$ cat src/design/rsd_pkg.sv
// rsd_pkg: shared types and constants of the rgbe scanline run-length decoder
// no dependencies; imported by every module of the decoder
`default_nettype none

package rsd_pkg;

    localparam int RSD_MAX_WIDTH   = 32767;
    localparam int RSD_QUEUE_DEPTH = 4;
    localparam int RSD_QPTR_W      = $clog2(RSD_QUEUE_DEPTH);

    // configuration register indexes
    localparam logic [1:0] REG_ROW_WIDTH = 2'd0;
    localparam logic [1:0] REG_ROW_TOTAL = 2'd1;

    localparam logic [1:0] CH_EXPONENT = 2'd3;
    localparam logic [1:0] HEADER_LAST = 2'd3;

    typedef enum logic [1:0] {
        PH_HEADER,
        PH_COUNT,
        PH_LITERAL,
        PH_RUN
    } rsd_phase_t;

    typedef enum logic {
        CMD_LIT,
        CMD_RUN
    } rsd_cmd_kind_t;

    // one unit of work handed from the front end to the back end
    typedef struct packed {
        rsd_cmd_kind_t kind;
        logic [7:0]    value;
        logic [6:0]    count;
        logic          last;
        logic          row_end;
        logic          image_end;
        logic          done;
        logic [1:0]    channel;
    } rsd_cmd_t;

    typedef struct packed {
        logic full;
        logic empty;
    } rsd_q_status_t;

endpackage

`default_nettype wire

$ cat src/design/rgbe_byte_if.sv
// rgbe_byte_if: valid/ready channel carrying one raw body byte per transaction
// no dependencies
`default_nettype none

interface rgbe_byte_if;
    logic       valid;
    logic       ready;
    logic [7:0] in_byte;

    modport source (output valid, output in_byte, input ready);
    modport sink (input valid, input in_byte, output ready);
endinterface

`default_nettype wire

$ cat src/design/rgbe_result_if.sv
// rgbe_result_if: valid/ready channel carrying one decoded result per transaction
// no dependencies
`default_nettype none

interface rgbe_result_if;
    logic        valid;
    logic        ready;
    logic [1:0]  channel;
    logic [14:0] column;
    logic [7:0]  first_value;
    logic [7:0]  second_value;
    logic        pair_valid;
    logic        in_range;
    logic        last_of_packet;
    logic        row_end;
    logic        image_end;

    modport source (
        output valid, output channel, output column, output first_value,
        output second_value, output pair_valid, output in_range,
        output last_of_packet, output row_end, output image_end,
        input ready
    );
    modport sink (
        input valid, input channel, input column, input first_value,
        input second_value, input pair_valid, input in_range,
        input last_of_packet, input row_end, input image_end,
        output ready
    );
endinterface

`default_nettype wire

$ cat src/design/rgbe_cfg_if.sv
// rgbe_cfg_if: configuration write channel, register index plus write data
// no dependencies
`default_nettype none

interface rgbe_cfg_if;
    logic        valid;
    logic        ready;
    logic [1:0]  reg_index;
    logic [14:0] wdata;

    modport source (output valid, output reg_index, output wdata, input ready);
    modport sink (input valid, input reg_index, input wdata, output ready);
endinterface

`default_nettype wire

$ cat src/design/rsd_queue.sv
// rsd_queue: short command queue between front end and back end
// depends on rsd_pkg
`default_nettype none

module rsd_queue
    import rsd_pkg::*;
(
    input  wire logic          clk,
    input  wire logic          rst_n,
    input  wire logic          push,
    input  wire rsd_cmd_t      push_data,
    input  wire logic          pop,
    output rsd_cmd_t           head,
    output rsd_q_status_t      status
);

    localparam int CNT_W = $clog2(RSD_QUEUE_DEPTH + 1);

    rsd_cmd_t                 mem [RSD_QUEUE_DEPTH];
    logic [RSD_QPTR_W-1:0]    wr_ptr_reg;
    logic [RSD_QPTR_W-1:0]    wr_ptr_next;
    logic [RSD_QPTR_W-1:0]    rd_ptr_reg;
    logic [RSD_QPTR_W-1:0]    rd_ptr_next;
    logic [CNT_W-1:0]         count_reg;
    logic [CNT_W-1:0]         count_next;
    logic                     do_push;
    logic                     do_pop;

    always_comb
    begin
        status.full  = (count_reg == CNT_W'(RSD_QUEUE_DEPTH));
        status.empty = (count_reg == '0);
        do_push      = push && !status.full;
        do_pop       = pop && !status.empty;
        wr_ptr_next  = do_push ? wr_ptr_reg + 1'b1 : wr_ptr_reg;
        rd_ptr_next  = do_pop ? rd_ptr_reg + 1'b1 : rd_ptr_reg;
        count_next   = count_reg;
        if (do_push && !do_pop)
        begin
            count_next = count_reg + 1'b1;
        end
        else if (do_pop && !do_push)
        begin
            count_next = count_reg - 1'b1;
        end
        head = mem[rd_ptr_reg];
    end

    always_ff @(posedge clk)
    begin
        if (do_push)
        begin
            mem[wr_ptr_reg] <= push_data;
        end
    end

    always_ff @(posedge clk or negedge rst_n)
    begin
        if (!rst_n)
        begin
            wr_ptr_reg <= '0;
            rd_ptr_reg <= '0;
            count_reg  <= '0;
        end
        else
        begin
            wr_ptr_reg <= wr_ptr_next;
            rd_ptr_reg <= rd_ptr_next;
            count_reg  <= count_next;
        end
    end

endmodule

`default_nettype wire

$ cat src/design/rsd_front.sv
// rsd_front: takes body bytes, tracks header, packets, planes and rows,
// and queues literal and run commands; depends on rsd_pkg, rgbe_byte_if
`default_nettype none

module rsd_front
    import rsd_pkg::*;
#(
    parameter int MAX_WIDTH = RSD_MAX_WIDTH
)
(
    input  wire logic                              clk,
    input  wire logic                              rst_n,
    rgbe_byte_if.sink                              pixel_bytes,
    input  wire logic [$clog2(MAX_WIDTH+256)-1:0]  eff_width,
    input  wire logic [14:0]                       eff_total,
    input  wire rsd_q_status_t                     q_status,
    output logic                                   push,
    output rsd_cmd_t                               push_data
);

    localparam int COL_W = $clog2(MAX_WIDTH + 256);

    rsd_phase_t         phase_reg;
    rsd_phase_t         phase_next;
    logic [1:0]         header_count_reg;
    logic [1:0]         header_count_next;
    logic [6:0]         literal_left_reg;
    logic [6:0]         literal_left_next;
    logic [6:0]         run_length_reg;
    logic [6:0]         run_length_next;
    logic [1:0]         plane_reg;
    logic [1:0]         plane_next;
    logic [COL_W-1:0]   col_reg;
    logic [COL_W-1:0]   col_next;
    logic [14:0]        row_reg;
    logic [14:0]        row_next;

    logic               accept;
    logic               do_end;
    logic [6:0]         add;
    logic [COL_W-1:0]   col_sum;
    logic [15:0]        row_p1;
    logic [7:0]         b;

    assign pixel_bytes.ready = !q_status.full;
    assign accept = pixel_bytes.valid && pixel_bytes.ready;
    assign b      = pixel_bytes.in_byte;

    always_comb
    begin
        phase_next        = phase_reg;
        header_count_next = header_count_reg;
        literal_left_next = literal_left_reg;
        run_length_next   = run_length_reg;
        plane_next        = plane_reg;
        col_next          = col_reg;
        row_next          = row_reg;
        do_end            = 1'b0;
        add               = '0;
        push              = 1'b0;
        push_data.kind      = CMD_RUN;
        push_data.value     = b;
        push_data.count     = '0;
        push_data.last      = 1'b1;
        push_data.row_end   = 1'b0;
        push_data.image_end = 1'b0;
        push_data.done      = 1'b0;
        push_data.channel   = plane_reg;

        if (accept)
        begin
            unique case (phase_reg)
                PH_HEADER:
                begin
                    header_count_next = header_count_reg + 1'b1;
                    if (header_count_reg == HEADER_LAST)
                    begin
                        phase_next = PH_COUNT;
                        plane_next = '0;
                        col_next   = '0;
                    end
                end
                PH_COUNT:
                begin
                    if (!b[7])
                    begin
                        literal_left_next = b[6:0];
                        if (b[6:0] == '0)
                        begin
                            // empty literal packet: a zero-length run in the back end
                            push   = 1'b1;
                            do_end = 1'b1;
                        end
                        else
                        begin
                            phase_next = PH_LITERAL;
                        end
                    end
                    else
                    begin
                        run_length_next = b[6:0];
                        phase_next      = PH_RUN;
                    end
                end
                PH_LITERAL:
                begin
                    literal_left_next = literal_left_reg - 1'b1;
                    add               = 7'd1;
                    push              = 1'b1;
                    push_data.kind    = CMD_LIT;
                    push_data.last    = (literal_left_next == '0);
                    do_end            = (literal_left_next == '0);
                end
                PH_RUN:
                begin
                    run_length_next = '0;
                    add             = run_length_reg;
                    push            = 1'b1;
                    push_data.count = run_length_reg;
                    do_end          = 1'b1;
                end
            endcase
        end

        col_sum = col_reg + COL_W'(add);
        if (phase_reg == PH_LITERAL || phase_reg == PH_RUN)
        begin
            col_next = accept ? col_sum : col_reg;
        end
        row_p1 = {1'b0, row_reg} + 16'd1;

        if (do_end)
        begin
            phase_next = PH_COUNT;
            if (col_sum >= eff_width)
            begin
                push_data.done = 1'b1;
                col_next       = '0;
                if (plane_reg != CH_EXPONENT)
                begin
                    plane_next = plane_reg + 1'b1;
                end
                else
                begin
                    plane_next        = '0;
                    phase_next        = PH_HEADER;
                    header_count_next = '0;
                    push_data.row_end = 1'b1;
                    if (row_p1 >= {1'b0, eff_total})
                    begin
                        row_next            = '0;
                        push_data.image_end = 1'b1;
                    end
                    else
                    begin
                        row_next = row_p1[14:0];
                    end
                end
            end
        end
    end

    always_ff @(posedge clk or negedge rst_n)
    begin
        if (!rst_n)
        begin
            phase_reg        <= PH_HEADER;
            header_count_reg <= '0;
            literal_left_reg <= '0;
            run_length_reg   <= '0;
            plane_reg        <= '0;
            col_reg          <= '0;
            row_reg          <= '0;
        end
        else
        begin
            phase_reg        <= phase_next;
            header_count_reg <= header_count_next;
            literal_left_reg <= literal_left_next;
            run_length_reg   <= run_length_next;
            plane_reg        <= plane_next;
            col_reg          <= col_next;
            row_reg          <= row_next;
        end
    end

endmodule

`default_nettype wire

$ cat src/design/rsd_back.sv
// rsd_back: pairs literal bytes, expands runs into byte pairs and drives the
// registered result channel; depends on rsd_pkg, rgbe_result_if
`default_nettype none

module rsd_back
    import rsd_pkg::*;
#(
    parameter int MAX_WIDTH = RSD_MAX_WIDTH
)
(
    input  wire logic                              clk,
    input  wire logic                              rst_n,
    input  wire logic [$clog2(MAX_WIDTH+256)-1:0]  eff_width,
    input  wire rsd_cmd_t                          head,
    input  wire rsd_q_status_t                     q_status,
    output logic                                   pop,
    rgbe_result_if.source                          results
);

    localparam int COL_W = $clog2(MAX_WIDTH + 256);

    logic [COL_W-1:0]   col_reg;
    logic [COL_W-1:0]   col_next;
    logic               pend_valid_reg;
    logic               pend_valid_next;
    logic [7:0]         pend_byte_reg;
    logic [7:0]         pend_byte_next;
    logic               run_active_reg;
    logic               run_active_next;
    logic [6:0]         run_left_reg;
    logic [6:0]         run_left_next;
    logic               out_valid_reg;
    logic               out_valid_next;

    logic [1:0]         out_channel_reg;
    logic [14:0]        out_column_reg;
    logic [7:0]         out_first_reg;
    logic [7:0]         out_second_reg;
    logic               out_pair_reg;
    logic               out_in_range_reg;
    logic               out_last_reg;
    logic               out_row_end_reg;
    logic               out_image_end_reg;

    logic               can_emit;
    logic               at_edge;
    logic               emit;
    logic               two;
    logic               final_out;
    logic               finish;
    logic [7:0]         first_byte;
    logic [6:0]         left_cur;
    logic [6:0]         left_new;

    always_comb
    begin
        col_next        = col_reg;
        pend_valid_next = pend_valid_reg;
        pend_byte_next  = pend_byte_reg;
        run_active_next = run_active_reg;
        run_left_next   = run_left_reg;
        emit            = 1'b0;
        two             = 1'b0;
        final_out       = 1'b0;
        finish          = 1'b0;
        first_byte      = head.value;
        left_new        = '0;
        can_emit        = !out_valid_reg || results.ready;
        // last byte inside the row width goes out alone
        at_edge  = ({1'b0, col_reg} + (COL_W+1)'(1)) == {1'b0, eff_width};
        left_cur = run_active_reg ? run_left_reg : head.count;

        if (!q_status.empty)
        begin
            unique case (head.kind)
                CMD_LIT:
                begin
                    final_out = head.last;
                    if (pend_valid_reg)
                    begin
                        two        = 1'b1;
                        first_byte = pend_byte_reg;
                        if (can_emit)
                        begin
                            emit            = 1'b1;
                            finish          = 1'b1;
                            pend_valid_next = 1'b0;
                        end
                    end
                    else if (head.last || at_edge)
                    begin
                        if (can_emit)
                        begin
                            emit   = 1'b1;
                            finish = 1'b1;
                        end
                    end
                    else
                    begin
                        pend_valid_next = 1'b1;
                        pend_byte_next  = head.value;
                        finish          = 1'b1;
                    end
                end
                CMD_RUN:
                begin
                    if (left_cur == '0)
                    begin
                        finish = 1'b1;
                    end
                    else if (can_emit)
                    begin
                        emit     = 1'b1;
                        two      = !(left_cur == 7'd1 || at_edge);
                        left_new = left_cur - (two ? 7'd2 : 7'd1);
                        if (left_new == '0)
                        begin
                            finish    = 1'b1;
                            final_out = 1'b1;
                        end
                        else
                        begin
                            run_left_next   = left_new;
                            run_active_next = 1'b1;
                        end
                    end
                end
            endcase
        end

        if (emit)
        begin
            col_next = col_reg + (two ? COL_W'(2) : COL_W'(1));
        end
        if (finish)
        begin
            run_active_next = 1'b0;
            if (head.done)
            begin
                col_next        = '0;
                pend_valid_next = 1'b0;
            end
        end
        pop = finish;

        if (emit)
        begin
            out_valid_next = 1'b1;
        end
        else if (results.ready)
        begin
            out_valid_next = 1'b0;
        end
        else
        begin
            out_valid_next = out_valid_reg;
        end
    end

    always_ff @(posedge clk)
    begin
        if (emit)
        begin
            out_channel_reg   <= head.channel;
            out_column_reg    <= 15'(col_reg);
            out_first_reg     <= first_byte;
            out_second_reg    <= two ? head.value : 8'd0;
            out_pair_reg      <= two;
            out_in_range_reg  <= (col_reg < eff_width);
            out_last_reg      <= final_out && head.last;
            out_row_end_reg   <= final_out && head.row_end;
            out_image_end_reg <= final_out && head.image_end;
        end
        pend_byte_reg <= pend_byte_next;
        run_left_reg  <= run_left_next;
    end

    always_ff @(posedge clk or negedge rst_n)
    begin
        if (!rst_n)
        begin
            col_reg        <= '0;
            pend_valid_reg <= 1'b0;
            run_active_reg <= 1'b0;
            out_valid_reg  <= 1'b0;
        end
        else
        begin
            col_reg        <= col_next;
            pend_valid_reg <= pend_valid_next;
            run_active_reg <= run_active_next;
            out_valid_reg  <= out_valid_next;
        end
    end

    assign results.valid          = out_valid_reg;
    assign results.channel        = out_channel_reg;
    assign results.column         = out_column_reg;
    assign results.first_value    = out_first_reg;
    assign results.second_value   = out_second_reg;
    assign results.pair_valid     = out_pair_reg;
    assign results.in_range       = out_in_range_reg;
    assign results.last_of_packet = out_last_reg;
    assign results.row_end        = out_row_end_reg;
    assign results.image_end      = out_image_end_reg;

endmodule

`default_nettype wire

$ cat src/design/rgbe_scanline_rle_decoder.sv
// rgbe_scanline_rle_decoder: top level, configuration registers, front end,
// command queue and back end; depends on rsd_pkg and the three channel interfaces
//
// channel       role    width of payload   contents
// cfg           sink    2 + 15             reg_index, wdata (row_width, row_total)
// pixel_bytes   sink    8                  in_byte, one raw body byte
// results       source  2+15+8+8+1+1+1+1+1 channel, column, two bytes and marks
//
// header, count and literal bytes are taken one per cycle while the four-entry
// command queue has room; a run value byte occupies the back end until its run
// is expanded into results of two bytes, or of one byte for an odd last byte
// or the last byte inside the row width; empty packets emit no result
// the result register reloads in the cycle its transaction completes, so a taken
// result costs no bubble; a full queue holds off input, a waiting result holds
// the back end; reset clears all control state and sets both registers to 1
`default_nettype none

module rgbe_scanline_rle_decoder
    import rsd_pkg::*;
#(
    parameter int MAX_WIDTH = RSD_MAX_WIDTH
)
(
    input  wire logic       clk,
    input  wire logic       rst_n,
    rgbe_cfg_if.sink        cfg,
    rgbe_byte_if.sink       pixel_bytes,
    rgbe_result_if.source   results
);

    localparam int COL_W = $clog2(MAX_WIDTH + 256);

    logic [14:0]        row_width_reg;
    logic [14:0]        row_total_reg;
    logic [14:0]        width_clamped;
    logic [COL_W-1:0]   eff_width;
    logic [14:0]        eff_total;

    rsd_q_status_t      q_status;
    rsd_cmd_t           push_data;
    rsd_cmd_t           head;
    logic               push;
    logic               pop;

    assign cfg.ready = 1'b1;

    always_ff @(posedge clk or negedge rst_n)
    begin
        if (!rst_n)
        begin
            row_width_reg <= 15'd1;
            row_total_reg <= 15'd1;
        end
        else if (cfg.valid && cfg.ready)
        begin
            if (cfg.reg_index == REG_ROW_WIDTH)
            begin
                row_width_reg <= cfg.wdata;
            end
            else if (cfg.reg_index == REG_ROW_TOTAL)
            begin
                row_total_reg <= cfg.wdata;
            end
        end
    end

    // zero width acts as one, large widths clamp to the maximum
    always_comb
    begin
        if (row_width_reg == '0)
        begin
            width_clamped = 15'd1;
        end
        else if (row_width_reg > 15'(MAX_WIDTH))
        begin
            width_clamped = 15'(MAX_WIDTH);
        end
        else
        begin
            width_clamped = row_width_reg;
        end
        eff_width = COL_W'(width_clamped);
        eff_total = (row_total_reg == '0) ? 15'd1 : row_total_reg;
    end

    rsd_front #(
        .MAX_WIDTH (MAX_WIDTH)
    ) u_front (
        .clk         (clk),
        .rst_n       (rst_n),
        .pixel_bytes (pixel_bytes),
        .eff_width   (eff_width),
        .eff_total   (eff_total),
        .q_status    (q_status),
        .push        (push),
        .push_data   (push_data)
    );

    rsd_queue u_queue (
        .clk       (clk),
        .rst_n     (rst_n),
        .push      (push),
        .push_data (push_data),
        .pop       (pop),
        .head      (head),
        .status    (q_status)
    );

    rsd_back #(
        .MAX_WIDTH (MAX_WIDTH)
    ) u_back (
        .clk       (clk),
        .rst_n     (rst_n),
        .eff_width (eff_width),
        .head      (head),
        .q_status  (q_status),
        .pop       (pop),
        .results   (results)
    );

    // a waiting result keeps its payload until taken
    a_result_hold: assert property (@(posedge clk) disable iff (!rst_n)
        results.valid && !results.ready
        |=> results.valid && $stable({results.channel, results.column,
                                      results.first_value, results.second_value,
                                      results.pair_valid, results.in_range,
                                      results.last_of_packet, results.row_end,
                                      results.image_end}))
        else $error("result changed or dropped while waiting");

    a_row_end_marks: assert property (@(posedge clk) disable iff (!rst_n)
        results.valid && results.row_end
        |-> results.last_of_packet && (results.channel == CH_EXPONENT))
        else $error("row end outside the exponent plane or not at a packet end");

    a_image_end_row: assert property (@(posedge clk) disable iff (!rst_n)
        results.valid && results.image_end |-> results.row_end)
        else $error("image end without row end");

endmodule

`default_nettype wire
$ cat src/flat_wrapper.sv
// flat-port wrapper written by rule: the top's interface ports become plain ports
module rgbe_scanline_rle_decoder_flat import rsd_pkg::*;
#(
    parameter int MAX_WIDTH = RSD_MAX_WIDTH
)
  (clk, rst_n, cfg_valid, cfg_reg_index, cfg_wdata, cfg_ready, pixel_bytes_valid, pixel_bytes_in_byte, pixel_bytes_ready, results_valid, results_channel, results_column, results_first_value, results_second_value, results_pair_valid, results_in_range, results_last_of_packet, results_row_end, results_image_end, results_ready);
  rgbe_cfg_if cfg_i ();
  rgbe_byte_if pixel_bytes_i ();
  rgbe_result_if results_i ();
  input  wire logic clk;
  input  wire logic rst_n;
  input wire logic [$bits(cfg_i.valid)-1:0] cfg_valid;
  input wire logic [$bits(cfg_i.reg_index)-1:0] cfg_reg_index;
  input wire logic [$bits(cfg_i.wdata)-1:0] cfg_wdata;
  output wire logic [$bits(cfg_i.ready)-1:0] cfg_ready;
  input wire logic [$bits(pixel_bytes_i.valid)-1:0] pixel_bytes_valid;
  input wire logic [$bits(pixel_bytes_i.in_byte)-1:0] pixel_bytes_in_byte;
  output wire logic [$bits(pixel_bytes_i.ready)-1:0] pixel_bytes_ready;
  output wire logic [$bits(results_i.valid)-1:0] results_valid;
  output wire logic [$bits(results_i.channel)-1:0] results_channel;
  output wire logic [$bits(results_i.column)-1:0] results_column;
  output wire logic [$bits(results_i.first_value)-1:0] results_first_value;
  output wire logic [$bits(results_i.second_value)-1:0] results_second_value;
  output wire logic [$bits(results_i.pair_valid)-1:0] results_pair_valid;
  output wire logic [$bits(results_i.in_range)-1:0] results_in_range;
  output wire logic [$bits(results_i.last_of_packet)-1:0] results_last_of_packet;
  output wire logic [$bits(results_i.row_end)-1:0] results_row_end;
  output wire logic [$bits(results_i.image_end)-1:0] results_image_end;
  input wire logic [$bits(results_i.ready)-1:0] results_ready;
  assign cfg_i.valid = cfg_valid;
  assign cfg_i.reg_index = cfg_reg_index;
  assign cfg_i.wdata = cfg_wdata;
  assign cfg_ready = cfg_i.ready;
  assign pixel_bytes_i.valid = pixel_bytes_valid;
  assign pixel_bytes_i.in_byte = pixel_bytes_in_byte;
  assign pixel_bytes_ready = pixel_bytes_i.ready;
  assign results_valid = results_i.valid;
  assign results_channel = results_i.channel;
  assign results_column = results_i.column;
  assign results_first_value = results_i.first_value;
  assign results_second_value = results_i.second_value;
  assign results_pair_valid = results_i.pair_valid;
  assign results_in_range = results_i.in_range;
  assign results_last_of_packet = results_i.last_of_packet;
  assign results_row_end = results_i.row_end;
  assign results_image_end = results_i.image_end;
  assign results_i.ready = results_ready;
  rgbe_scanline_rle_decoder #(.MAX_WIDTH(MAX_WIDTH)) u_core (.clk(clk), .rst_n(rst_n), .cfg(cfg_i), .pixel_bytes(pixel_bytes_i), .results(results_i));
endmodule
$ cat config.mk
export PLATFORM = sky130hd
export DESIGN_NAME = rgbe_scanline_rle_decoder_flat
export DESIGN_NICKNAME = d
export VERILOG_FILES = /design/src/design/rsd_pkg.sv /design/src/design/rgbe_byte_if.sv /design/src/design/rgbe_result_if.sv /design/src/design/rgbe_cfg_if.sv /design/src/design/rsd_queue.sv /design/src/design/rsd_front.sv /design/src/design/rsd_back.sv /design/src/design/rgbe_scanline_rle_decoder.sv /design/src/flat_wrapper.sv
export SDC_FILE = /design/constraint.sdc
export NUM_CORES = 1
export LEC_CHECK = 0
export BUFFER_PORTS_ARGS = -buffer_cell sky130_fd_sc_hd__buf_4
export CAP_MARGIN = 25
export CORE_MARGIN = 2
export CORE_UTILIZATION = 40
export CTS_BUF_LIST = sky130_fd_sc_hd__clkbuf_4
export DETAILED_ROUTE_END_ITERATION = 16
export REMOVE_ABC_BUFFERS = 1
export SYNTH_ARGS = -nofsm -noshare
export SYNTH_HDL_FRONTEND = slang
export SYNTH_SLANG_ARGS = --single-unit
export TNS_END_PERCENT = 20
$ cat constraint.sdc
create_clock -name clk -period 13.1 [get_ports clk]
set_clock_uncertainty 0.15 [all_clocks]
set_input_delay 2.62 -clock clk [delete_from_list [all_inputs] [get_ports clk]]
set_output_delay 2.62 -clock clk [all_outputs]
set_load 0.02 [all_outputs]
* Word-level counts from Yosys, hierarchy flattened *
Memories as Yosys holds them, arrays and structs flattened.
Cells that the tools add are included.

storage, ports and cells
  input bits = 30
  register bits = 160
  output and inout bits = 41
  memories = 1
  word-level logic and storage cells = 213
  RAM bits = 88

memory list
  name                depth  bits a word  rd ports  clocked after Yosys merged registers in  wr ports  line             source
  u_core.u_queue.mem  4      22           1         0                                        1         rsd_queue.sv:19  rsd_cmd_t mem [RSD_QUEUE_DEPTH];

operators by class
  mux-type cells = 100
  equality and inequality tests = 16
  reduce and logical (&&, ||, !) cells = 45
  add/sub/neg operators = 12
  bitwise operators = 8
  magnitude comparators = 4

operators with widths
  kind                                           number
  two-way mux 16 bit                             10
  two-way mux 15 bit                             4
  two-way mux 1 bit                              44
  case mux 7 bit (2 select lines)                3
  two-way mux 2 bit                              19
  two-way mux 7 bit                              5
  greater-or-equal comparator 16 x 15 -> 1 bit   2
  two-way mux 8 bit                              4
  logical NOT 15 bit                             2
  logical NOT 7 bit                              4
  adder 16 x 1 -> 17 bit, second input constant  1
  == test 17 x 15 -> 1 bit                       1
  adder 15 x 1 -> 16 bit, second input constant  1
  adder 16 x 2 -> 16 bit                         1
  adder 16 x 7 -> 16 bit                         1
  less-than comparator 16 x 15 -> 1 bit          1
  > comparator 15 bit, second input constant     1
  nonzero test 2 bit                             7
  two-way mux 3 bit                              4
  AND reduction 3 bit                            4
  case mux 1 bit (2 select lines)                5
  AND reduction 5 bit                            2
  adder 2 x 1 -> 2 bit, second input constant    4
  logical AND 1 bit                              8
  other kinds (23)                               47

* Logic depth before layout (Yosys ltp) *
  word-level depth = 17
  mapped depth = 24

* Cells and area by module *
From an unflattened synthesis, not the netlist that was laid out.

second synthesis, totals
  cells, all modules = 1181
  area total of the unflattened synthesis = 13529.2 um^2

modules (own cells, without submodules)
  module                     seq. area each (um^2)  cells each  area an instance (um^2)  instances
  rsd_front                  1276.2                 553         4475.5                   1
  rsd_back                   2067.0                 372         4093.9                   1
  rsd_queue                  2817.7                 151         3628.5                   1
  rgbe_scanline_rle_decoder  753.2                  105         1331.3                   1

* Worst setup path before layout *
No wires, ideal clock.

  path kind = input to register
  start = input port pixel_bytes_valid
  end = memory u_core.u_queue.mem[0][2] (netlist bit), data pin
  data arrival time = 6824 ps
  data required time = 12679 ps
  setup slack = 5855 ps
  setup time = 271 ps
  buffers on the path = 2
  stages on the path = 20
  cell sequence = and2_1 > and3_1 > clkbuf_1 > and2_1 > ha_1 > a21o_1 > a21oi_1 > o21a_1 > o21bai_1 > a21oi_1 > nor2_1 > xor2_1 > ha_1 > a21o_1 > a21o_1 > a221o_1 > a31o_2 > a211oi_2 > nor2_1 > buf_2

RTL lines
  what         line                source
  from (decl)  flat_wrapper.sv:16  input wire logic [$bits(pixel_bytes_i.valid)-1:0] pixel_bytes_valid;
  to (decl)    rsd_queue.sv:19

* Final worst setup path *
  start = input port pixel_bytes_valid
  end = register u_core.u_front.row_reg[10]

on the way
  longest elaborated chain between the ends = 5
  elaborated cells on any way between the ends = 6

RTL lines
  what                                          line              source
  logical AND 1 bit (*)                         rsd_front.sv:46   assign accept = pixel_bytes.valid && pixel_bytes.ready;
  two-way mux 7 bit                             rsd_front.sv:70   if (accept)
  adder 16 x 7 -> 16 bit                        rsd_front.sv:125  col_sum = col_reg + COL_W'(add);
  greater-or-equal comparator 16 x 15 -> 1 bit  rsd_front.sv:135  if (col_sum >= eff_width)
  AND reduction 3 bit (no source line) (*)      n/a
  to (signal assigned)                          rsd_front.sv:183  row_reg <= row_next;
  to (decl)                                     rsd_front.sv:35   logic [14:0] row_reg;

Every way passes the cells marked *; elsewhere a longest branch is shown, timed or not.
A chain may end at the register's enable or synchronous reset.

==> results.cfg <==
[floorplanning]
die_area_um2 = 34800
row_count = 66
start_util_pct = 40.8
die_h_um = 186
coreArea_um2 = 32600
die_x_um = 186
ioPinCount = 71

[drt]
routed_wl_um = 30500
dr.pass1.iters = 5
drtIter0Drc = 656
antenna_left = 0
num_vias = 9519
post_drt_wl_per_cell_um = 17.2
via_per_inst = 5.37
drc = 0

[synthesis]
synth_warnings = 0
synth_edf_count = 141
syn_area_um2 = 13300
avgSynthCellArea_um2 = 11.4
synth_top_flop_cell = edfxtp_1
async_flop_share_pct = 43.1
synthesis.instances = 1172
yosysSeqAreaShare_pct = 51.9
synth_seq_cells = 248
ys_types = 84

[cells_and_area]
largest_register_ffs = 88
seq_area_um2 = 6920
nFillCells = 2985
layout.nets = 1373
final_area_um2 = 15300
drive_gt1_share_pct = 20.8
area.growth.synth_to_final_pct = 14.6
multi_input_area_um2 = 5920

[grt]
first_global_vias = 9563
grtUsageMet1_pct = 23.5
gr-usage-met3_pct = 3.86
track_usage_pct = 17.7
antenna_found_initial = 1
busiest_layer = met2
grt_first_pass_wirelength_um = 50100
grt_use_met2_pct = 28.6
grt_max_degree = 56
overflow = 0

[sta]
rsz0062_at_grt = no
hold_viol = 0
min_period_ns = 7.36
hold_slack_ns = 0.355
max_freq_mhz = 136
setup_viol = 0
drv_slew = 0
post-route-period-util_pct = 56.2
setup_ws_ns = 5.74
relSlewSlack_pct = 23.1
worst_pin_slew_ns = 1.15
final.setup.tns_ns = 0

[pwr]
power.switching_mw = 1.14
vdd_drop_max_mv = 0.139
p_total_mw = 3.15
p_per_area_nw_per_um2 = 206
power_frac_clock_pct = 24.7
combPwrFrac_pct = 36.8
pwr-share-seq_pct = 38.5
p_sw_share_pct = 36.3
power.internal_mw = 2.01
p_leak_nw = 6.22

[placement]
port_buffers = 69
dpl-instance-area_um2 = 14200
gp_congestion = 0.829
dpl.hpwl_um = 21200
place_ws_ns = 4.47

[status]
status = finished clean

[clock_tree]
cts-root-buf = clkbuf_4
cts_tree = yes
cts.reportedPaths.clkPinSlew_ns = 0.06
cts_max_level = 3
cts_setup_buffers = 0
post_cts_resized = 0
clk_path_buf_depth = 3
cts_num_sinks = 248
cts_hold_buf = 0
numCtsBuffers = 71
clk_latency_ns = 0.72

[worst_setup_path]
slowest_delay_ns = 0.63
cp-start-kind = input pin
cp_max_fo = 13
cp_data_required_time_ns = 13.56
worstPathArrival_ns = 7.82
path_cells = buf_4 -> and2_1 -> and3_1 -> and2_1 -> ha_1 -> a21o_1 -> a21oi_1 -> o21a_1 -> o21bai_1 -> a21oi_1 -> nor2_1 -> xor2_1 -> ha_1 -> a21o_1 -> a21o_1 -> a221o_1 -> a31o_2 -> a211o_1 -> nand2_1 -> inv_1 -> a32o_1
crit_type = input pin to flip-flop
crit_top_cell = a21o_1
crit_slowest_cell = a21oi_1
endpoint_kind = flip-flop

[flow_run]
drv_cap = 0

[hold_path]
min_path_type = flip-flop to flip-flop
cell usage in the layout (no fill, tap or decap), types with 8 or more instances in the layout:
cell / count
edfxtp_1: 141
clkbuf_4: 110
dfrtp_1: 104
nand2_1: 98
buf_4: 81
o21ai_0: 69
ha_1: 67
inv_1: 59
a21oi_1: 57
nor2_1: 50
xnor2_1: 33
nand3_1: 32
mux2_2: 28
nor2b_1: 25
xor2_1: 24
and2_1: 22
mux2i_1: 18
nand3b_1: 18
mux4_2: 17
nor3_1: 16
a21o_1: 16
o31ai_1: 16
nand4_1: 14
clkinv_1: 14
nand2b_1: 13
and3_1: 12
nor4_1: 11
or3_1: 11
or2_2: 9
o21a_1: 9
o22ai_1: 9
a211oi_1: 8
a31oi_1: 8
or4_1: 8
area by class of cell:
| class | count | area share [%] |
|---|---|---|
| diodes | 2 | 0.0328 |
| clock buffers | 110 | 5.41 |
| multi-input cells | 808 | 38.8 |
| inverters | 60 | 1.48 |
| clock inverters | 21 | 1.10 |
| repair buffers | 83 | 4.29 |
| well taps | 442 | 3.62 |
| flip-flops and latches | 248 | 45.3 |
worst max-delay path, delay by kind of cell:
family / cells / cell delay, ns
compound gates: 11 / 2.81
buf+inv: 2 / 0.33
xor+xnor: 1 / 0.18
simple gates: 5 / 1.35
fa+ha+maj: 2 / 0.54
logic make-up (layout without fill, tap and decap cells):
| logic type | count (synthesis) | in the layout | synth area share (%) |
|---|---|---|---|
| XOR/XNOR | 57 | 57 | 3.75 |
| adder cells (fa/ha/maj) | 71 | 71 | 6.90 |
| buffers and inverters | 116 | 274 | 3.74 |
| multiplexers | 63 | 63 | 6.60 |
| other | 1 | 3 | 0.0282 |
| AND/OR/NAND/NOR | 367 | 367 | 14.9 |
| AO/OA/AOI/OAI | 249 | 249 | 12.2 |
| flip-flops | 248 | 248 | 51.9 |
Yosys cell counts, types with 24 or more instances:
| cell | count | area, um2 |
|---|---|---|
| dfrtp_1 | 105 | 2630 |
| nand3_1 | 32 | 160 |
| clkbuf_1 | 33 | 124 |
| mux2_2 | 28 | 315 |
| nand2_1 | 98 | 368 |
| edfxtp_1 | 141 | 4230 |
| xor2_1 | 24 | 210 |
| nor2b_1 | 25 | 156 |
| inv_1 | 59 | 221 |
| ha_1 | 67 | 838 |
| xnor2_1 | 33 | 289 |
| nor2_1 | 52 | 195 |
| a21oi_1 | 57 | 285 |
| o21ai_0 | 69 | 345 |
per-layer routing:
layer  vias to the layer above  wire [um]
li1                       4581          -
met1                      4661      13900
met2                       234      14300
met3                        43       1660
met4                         0        583
met5                         -          0
power by group through the flow:
stage	registers (mW)	clock network [mW]	logic (mW)
after detailed placement	1.23	0	1.15
after global routing	1.24	0.849	1.29
final	1.21	0.778	1.16
after global placement	1.22	0	1.13
after CTS	1.21	0.805	1.16
after floorplan	1.31	0	0.687
stage by stage:
step | cells | utilization, %
floorplan | 1116 | -
global placement | 1637 | 43.5
detailed placement | 1638 | 43.6
CTS | 1769 | 46.7
global route | 1773 | 46.8
finish | 1774 | 46.8
path summary, 6_finish.rpt:
path	startpoint	end	cells past startpoint	slack (ns)
worst max-delay path	pixel_bytes_valid	u_core.u_front.row_reg[10]$_DFFE_PN0P_	21	5.74
worst min register to register	u_core.u_front.literal_left_reg[6]$_DFFE_PN0P_	u_core.u_front.literal_left_reg[6]$_DFFE_PN0P_	2	0.36
worst max register to register	u_core.u_queue.count_reg[0]$_DFFE_PN0P_	u_core.u_front.row_reg[10]$_DFFE_PN0P_	22	6.91
min in group asynchronous	rst_n	u_core.u_front.row_reg[5]$_DFFE_PN0P_	1	1.81
max in group asynchronous	rst_n	u_core.u_queue.rd_ptr_reg[0]$_DFFE_PN0N_	2	9.71
worst min-delay path	u_core.u_front.literal_left_reg[6]$_DFFE_PN0P_	u_core.u_front.literal_left_reg[6]$_DFFE_PN0P_	2	0.36
(Power assumes the default switching activity.)
